$ cat config.mk
export PLATFORM = sky130hd
export DESIGN_NAME = sorted_priority_queue_core
export DESIGN_NICKNAME = d
export VERILOG_FILES = /design/src/spq_pkg.sv /design/src/spq_cell.sv /design/src/sorted_priority_queue_core.sv
export SDC_FILE = /design/constraint.sdc
export NUM_CORES = 2
export LEC_CHECK = 0
export CAP_MARGIN = 15
export CORE_ASPECT_RATIO = 2
export CORE_MARGIN = 2
export CORE_UTILIZATION = 59
export CTS_CLUSTER_SIZE = 14
export DETAILED_ROUTE_END_ITERATION = 6
export DONT_BUFFER_PORTS = 1
export PLACE_DENSITY_LB_ADDON = 0.25
export SYNTH_ARGS = -nofsm -noshare
export SYNTH_HDL_FRONTEND = slang
export SYNTH_SLANG_ARGS = --single-unit
$ cat constraint.sdc
create_clock -name clk -period 5.35 [get_ports clk]
set_input_delay 0.535 -clock clk [delete_from_list [all_inputs] [get_ports clk]]
set_output_delay 0.535 -clock clk [all_outputs]
set_load 0.1 [all_outputs]
$ cat src/spq_pkg.sv
`timescale 1ns / 1ps
// Shared types and codes for the sorted priority queue.
// No dependencies; imported by spq_cell and sorted_priority_queue_core.
package spq_pkg;

  localparam int KEY_W = 16;
  localparam int TAG_W = 16;
  localparam int COUNT_W = 5;

  typedef enum logic [0:0] {
    CMD_INSERT = 1'b0,
    CMD_POP    = 1'b1
  } cmd_t;

  typedef enum logic [1:0] {
    STAT_OK    = 2'd0,
    STAT_EMPTY = 2'd1,
    STAT_FULL  = 2'd2
  } status_t;

  // One stored entry.
  typedef struct packed {
    logic [KEY_W-1:0] key;
    logic [TAG_W-1:0] tag;
  } entry_t;

  // Operation broadcast to every cell of the row in the cycle it takes effect.
  typedef struct packed {
    logic   ins;
    logic   pop;
    entry_t fresh;
  } cell_ctl_t;

endpackage

$ cat src/spq_cell.sv
`timescale 1ns / 1ps
// One slot of the sorted row: holds an entry and shifts it toward
// the tail on insert or toward the head on pop. Depends on spq_pkg.
module spq_cell
  import spq_pkg::*;
(
  input  logic      clk,
  input  cell_ctl_t ctl,
  input  logic      occupied,
  input  entry_t    prev_entry,
  input  logic      prev_moves,
  input  entry_t    next_entry,
  output entry_t    entry,
  output logic      moves
);

  entry_t entry_next;

  // The new entry belongs at or ahead of this slot when the slot is empty
  // or holds a strictly smaller key; the row is sorted, so these flags
  // switch from low to high at most once along the row.
  assign moves = ctl.ins && (!occupied || (ctl.fresh.key > entry.key));

  always_comb begin
    entry_next = entry;
    if (moves) begin
      entry_next = prev_moves ? prev_entry : ctl.fresh;
    end else if (ctl.pop) begin
      entry_next = next_entry;
    end
  end

  always_ff @(posedge clk) begin
    entry <= entry_next;
  end

endmodule

$ cat src/sorted_priority_queue_core.sv
`timescale 1ns / 1ps
// Top level of the sorted priority queue: a row of spq_cell slots, the
// fill counter and the response register. Depends on spq_pkg, spq_cell.
//
//   channel  valid      stall      payload
//   request  req_valid  req_stall  cmd, priority_req, tag
//   response rsp_valid  rsp_stall  status, out_priority, out_tag, count
//
// All slots compare the new key against their own entry in parallel and shift at
// the same clock edge, so one request can be accepted in every cycle unless a held
// response is stalled, and its response appears in the following cycle.
// Reset empties the queue by clearing the fill counter; slot contents are
// not cleared, since only slots below the fill level are ever used.
// The request side stalls only while a response is held and stalled, so the
// response register is the single point of backpressure.
module sorted_priority_queue_core
  import spq_pkg::*;
#(
  parameter int DEPTH = 16
) (
  input  logic               clk,
  input  logic               rst,
  input  logic               req_valid,
  output logic               req_stall,
  input  logic               cmd,
  input  logic [KEY_W-1:0]   priority_req,
  input  logic [TAG_W-1:0]   tag,
  output logic               rsp_valid,
  input  logic               rsp_stall,
  output logic [1:0]         status,
  output logic [KEY_W-1:0]   out_priority,
  output logic [TAG_W-1:0]   out_tag,
  output logic [COUNT_W-1:0] count
);

  localparam int FILL_W = $clog2(DEPTH + 1);

  logic [FILL_W-1:0] fill;
  logic [FILL_W-1:0] fill_next;
  logic              accept;
  logic              is_full;
  logic              is_empty;
  cell_ctl_t         ctl;
  status_t           stat_next;
  entry_t            popped;
  entry_t            slot   [DEPTH];
  logic              moves  [DEPTH];
  logic [31:0]       fill_wide;

  // A new request is taken whenever the response register is free or is
  // being emptied in the same cycle.
  assign req_stall = rsp_valid && rsp_stall;
  assign accept    = req_valid && !req_stall;

  assign is_full  = (fill == FILL_W'(DEPTH));
  assign is_empty = (fill == '0);

  // Dropped inserts and pops on an empty queue leave the row untouched.
  assign ctl.ins   = accept && (cmd == CMD_INSERT) && !is_full;
  assign ctl.pop   = accept && (cmd == CMD_POP) && !is_empty;
  assign ctl.fresh = '{key: priority_req, tag: tag};

  always_comb begin
    fill_next = fill;
    stat_next = STAT_OK;
    popped    = '0;
    if (accept) begin
      if (cmd == CMD_INSERT) begin
        if (is_full) begin
          stat_next = STAT_FULL;
        end else begin
          fill_next = fill + FILL_W'(1);
        end
      end else begin
        if (is_empty) begin
          stat_next = STAT_EMPTY;
        end else begin
          fill_next = fill - FILL_W'(1);
          popped    = slot[0];
        end
      end
    end
  end

  // The row of slots; slot 0 is the head and holds the highest key.
  for (genvar i = 0; i < DEPTH; i++) begin : g_slot
    if (i == 0) begin : g_head
      spq_cell u_cell (
        .clk        (clk),
        .ctl        (ctl),
        .occupied   (FILL_W'(i) < fill),
        .prev_entry (ctl.fresh),
        .prev_moves (1'b0),
        .next_entry (slot[(i + 1) % DEPTH]),
        .entry      (slot[i]),
        .moves      (moves[i])
      );
    end else if (i == DEPTH - 1) begin : g_tail
      spq_cell u_cell (
        .clk        (clk),
        .ctl        (ctl),
        .occupied   (FILL_W'(i) < fill),
        .prev_entry (slot[i - 1]),
        .prev_moves (moves[i - 1]),
        .next_entry (slot[i]),
        .entry      (slot[i]),
        .moves      (moves[i])
      );
    end else begin : g_mid
      spq_cell u_cell (
        .clk        (clk),
        .ctl        (ctl),
        .occupied   (FILL_W'(i) < fill),
        .prev_entry (slot[i - 1]),
        .prev_moves (moves[i - 1]),
        .next_entry (slot[i + 1]),
        .entry      (slot[i]),
        .moves      (moves[i])
      );
    end
  end

  // The count field carries the low bits of the fill level.
  assign fill_wide = 32'(fill_next);

  always_ff @(posedge clk) begin
    if (rst) begin
      fill      <= '0;
      rsp_valid <= 1'b0;
    end else begin
      fill <= fill_next;
      if (accept) begin
        rsp_valid <= 1'b1;
      end else if (!rsp_stall) begin
        rsp_valid <= 1'b0;
      end
    end
  end

  always_ff @(posedge clk) begin
    if (accept) begin
      status       <= stat_next;
      out_priority <= popped.key;
      out_tag      <= popped.tag;
      count        <= fill_wide[COUNT_W-1:0];
    end
  end

  // Every response reports the fill level that the row holds after it.
  a_count_tracks_fill: assert property (@(posedge clk) disable iff (rst)
    rsp_valid |-> (count == COUNT_W'(32'(fill))))
    else $error("response count differs from fill level");

  // A pop on an empty queue reports empty and leaves the queue empty.
  a_pop_empty: assert property (@(posedge clk) disable iff (rst)
    (accept && (cmd == CMD_POP) && is_empty) |=>
      (rsp_valid && (status == STAT_EMPTY) && (fill == '0)))
    else $error("pop on empty queue mishandled");

  // An accepted insert into a queue that is not full grows the queue by one and reports OK.
  a_insert_grows: assert property (@(posedge clk) disable iff (rst)
    (accept && (cmd == CMD_INSERT) && !is_full) |=>
      ((fill == $past(fill) + FILL_W'(1)) && (status == STAT_OK)))
    else $error("insert did not grow the queue");

  // The two entries at the head stay in descending key order.
  a_head_sorted: assert property (@(posedge clk) disable iff (rst)
    (fill >= FILL_W'(2)) |-> (slot[0].key >= slot[1].key))
    else $error("head entries out of order");

endmodule

==> summary.txt <==
Placement
  – Hpwl dp: between 60000 and 70000 um
  – RePlAce Congestion: between 0.8 and 0.9
  – IO Port Bufs: 0

Pwr
  – Cell area power density: 344.9 mW/mm2
  – VDD IR max: about 0.27 mV
  – Cell-internal power: around 0.0088 W
  – Sw power: ~0.0041 W
  – Sequential share of power: between 40% and 50%
  – Comb pwr share: roughly 22%
  – P_leak: roughly 16 nW
  – Clock share of power: 29.2%
  – Sw Share: 31.95%

Global route
  – Number of global-route vias before repair: 28350
  – First-pass GRT wire length: 152600 um
  – GRT Resource Usage Total: 31.32%
  – Antenna violations before repair: 1
  – Largest net degree at the start of global routing: 90
  – Gr ovfl total: 0

Route
  – Initial drt markers: ~2800
  – Via/cell ratio: roughly 6.7
  – Vias: 27210
  – Pre-Repair DR Iteration Count: 6
  – Final WL: slightly below 100000 um
  – Residual DRC: 0
  – WL per Instance: 24.27 um
  – Routed Antenna Nets: 0

Timing
  – Pins over their slew limit: 0
  – Worst-Margin Slew: 1.097 ns
  – Fin Setup TNS: 0 ns
  – RSZ-0062 raised after global routing: false
  – Final Skew: 0.03653 ns
  – F_max: roughly 0.24 GHz
  – Minimum clock period: 4.181 ns
  – Max transition margin: between 20% and 30%
  – Hold Vio Cnt, Final: 0
  – Fin crit share: around four fifths
  – Finish-stage setup viols: 0

Synthesis
  – EDFF count, synth: about 550
  – Yosys reg bits: 557
  – Synth cell types: 81
  – Ys async rst share: 0%
  – Area of the mapped netlist: around 0.035 mm2
  – Synth Flop Type: edfxtp_1
  – Cell count after synthesis: 3409
  – Seq/Total Area, Yosys: 46.99%
  – Yosys warnings: 0
  – Syn nets: 3705
  – Syn Area/Cell: approximately 10 um2

Final layout
  – FILL cells: 4941
  – Most frequent cells in the layout: a21oi_1, edfxtp_1, mux2i_1
  – Share of layout cells above drive strength 1: 8.705%
  – Fin nets: 3552
  – Final Util: 62.78%
  – Commonest non-fill, non-tap cell in the layout: a21oi_1
  – N_diodes: 0
  – Area growth syn-to-layout: 5.761%

Clock network
  – Clk pin slew, worst setup/hold paths: 0.06 ns
  – Max clock buf depth: 3
  – CTS resizes: 0
  – Htree depth: 2
  – CTS root buffer: clkbuf_16
  – CTS tree: built
  – Cts bufs inserted: 52
  – # hold bufs at CTS: 1
  – Clock latency on the worst-skew pair: 0.63 ns
  – Post-CTS Setup Inserts: 0
  – Clock sink count: 557

Floorplanning
  – Initial Utilization: 59.36%
  – Die H: 350.7 um
  – Row count: 127
  – Die area: 0.06221 mm2
  – Io pins: 78
  – Core area: 0.05975 mm2
  – Die Wd: 177.4 um

Critical path
  – Crit path required time: 5.63 ns
  – Critical Path Sink Type: flip-flop
  – Crit start category: flip-flop
  – Crit Path Category: reg -> reg
  – Critical path arrival: roughly 4.5 ns
  – Crit-path max FO: just under 70

Status
  – Status: finished clean

Hold path
  – Hold WC Path Type: in -> reg

Job
  – Max-cap violations: 0
==> cell usage after synthesis (all sizes together), types with 4 or more instances <==
cell	count	area share, %
a211oi	7	0.15
o31a	4	0.099
edfxtp	551	47
a21o	25	0.53
mux2	83	2.7
nand4	44	0.78
nor2	86	0.91
a31o	32	0.79
nand3	48	0.68
a21oi	796	11
nor3b	6	0.13
inv	265	2.8
clkbuf	151	1.6
a21boi	13	0.28
nand2	116	1.2
o21a	5	0.11
nand2b	13	0.23
and2	45	0.79
o211a	5	0.14
a31oi	42	0.74
nor4	14	0.26
mux2i	318	9.0
dfxtp	6	0.34
o21ai	180	2.6
o31ai	68	1.9
buf	125	2.1
nor3	22	0.36
o211ai	14	0.30
ha	259	9.1
nor2b	20	0.35
==> worst max-delay path: stages, from the launching register on <==
cell and delay, ns:
dfxtp_1 0.79, inv_1 0.19, ha_1 0.34, and4bb_1 0.27, or3_2 0.60, buf_4 0.39
o21ai_2 0.79, buf_4 0.40
==> power groups by stage <==
stage          combinational, W  clock [W]  sequential, W
6_report                0.00285    0.00378        0.00631
5_1_grt                 0.00315    0.00396        0.00635
4_1_cts                 0.00283    0.00382        0.00630
3_5_place_dp            0.00281          0        0.00639
3_3_place_gp            0.00267          0        0.00638
2_1_floorplan           0.00218          0        0.00618
==> sequential cells by signal, summed over array words and instances (netlist names) <==
signal and flops:
g_slot.g_mid.u_cell.entry 448, g_slot.g_head.u_cell.entry 32, g_slot.g_tail.u_cell.entry 32, out_priority 16
out_tag 16, count 5, fill 5, status 2
rsp_valid 1
==> path summary, 6_finish.rpt <==
kind	from	slack (ns)	end	depth (start not counted)
max	fill[1]	1.17	g_slot[7].g_mid.u_cell.entry[29]	7
min	cmd	0.05	fill[1]	1
max reg2reg	fill[1]	1.17	g_slot[7].g_mid.u_cell.entry[29]	7
min reg2reg	g_slot[15].g_tail.u_cell.entry[9]	0.54	g_slot[14].g_mid.u_cell.entry[9]	2
==> metal layers <==
metal / global-route usage [%] / part of all wire (%) / up-vias
met2: 57.31 / 53 / 1087
met3: 3.243 / 4.9 / 375
li1: - / - / 12410
met1: 35.04 / 36 / 13340
met4: 17.87 / 6.1 / 2
met5: 0 / 0.012 / -
==> cell families after synthesis <==
| group | count (synthesis) | share of synthesized area, % |
|---|---|---|
| compound gates | 1216 | 19.47 |
| flops | 557 | 46.99 |
| buf+inv | 541 | 6.523 |
| simple gates | 433 | 6.152 |
| mux | 401 | 11.68 |
| fa+ha+maj | 259 | 9.137 |
| xor+xnor | 2 | 0.04940 |
==> stage by stage <==
stage | power (W) | instances | hold slack [ns] | cell area (um2) | setup WS [ns]
2_1_floorplan | 0.008356 | 3409 | 0.4963 | 35470 | 0.2556
3_3_place_gp | 0.009050 | 3973 | 0.5043 | 35800 | 1.372
3_5_place_dp | 0.009202 | 3973 | 0.5253 | 35800 | 1.244
4_1_cts | 0.01295 | 4069 | 0.02867 | 37480 | 1.231
5_1_grt | 0.01347 | 4071 | 0.03894 | 37510 | 1.077
6_report | 0.01294 | 4071 | 0.05419 | 37510 | 1.169
==> cell type report <==
cell class	instances	area [um2]	area share, %
inverter	265	994.7	2.652
clock inverter	31	302.8	0.8072
timing repair buffer	69	578.1	1.541
sequential	557	16670	44.43
clock buffer	64	1368	3.646
multi-input combinational	2311	16630	44.34
tap	774	968.4	2.582
Note: power is estimated with default switching activity, not from simulation.
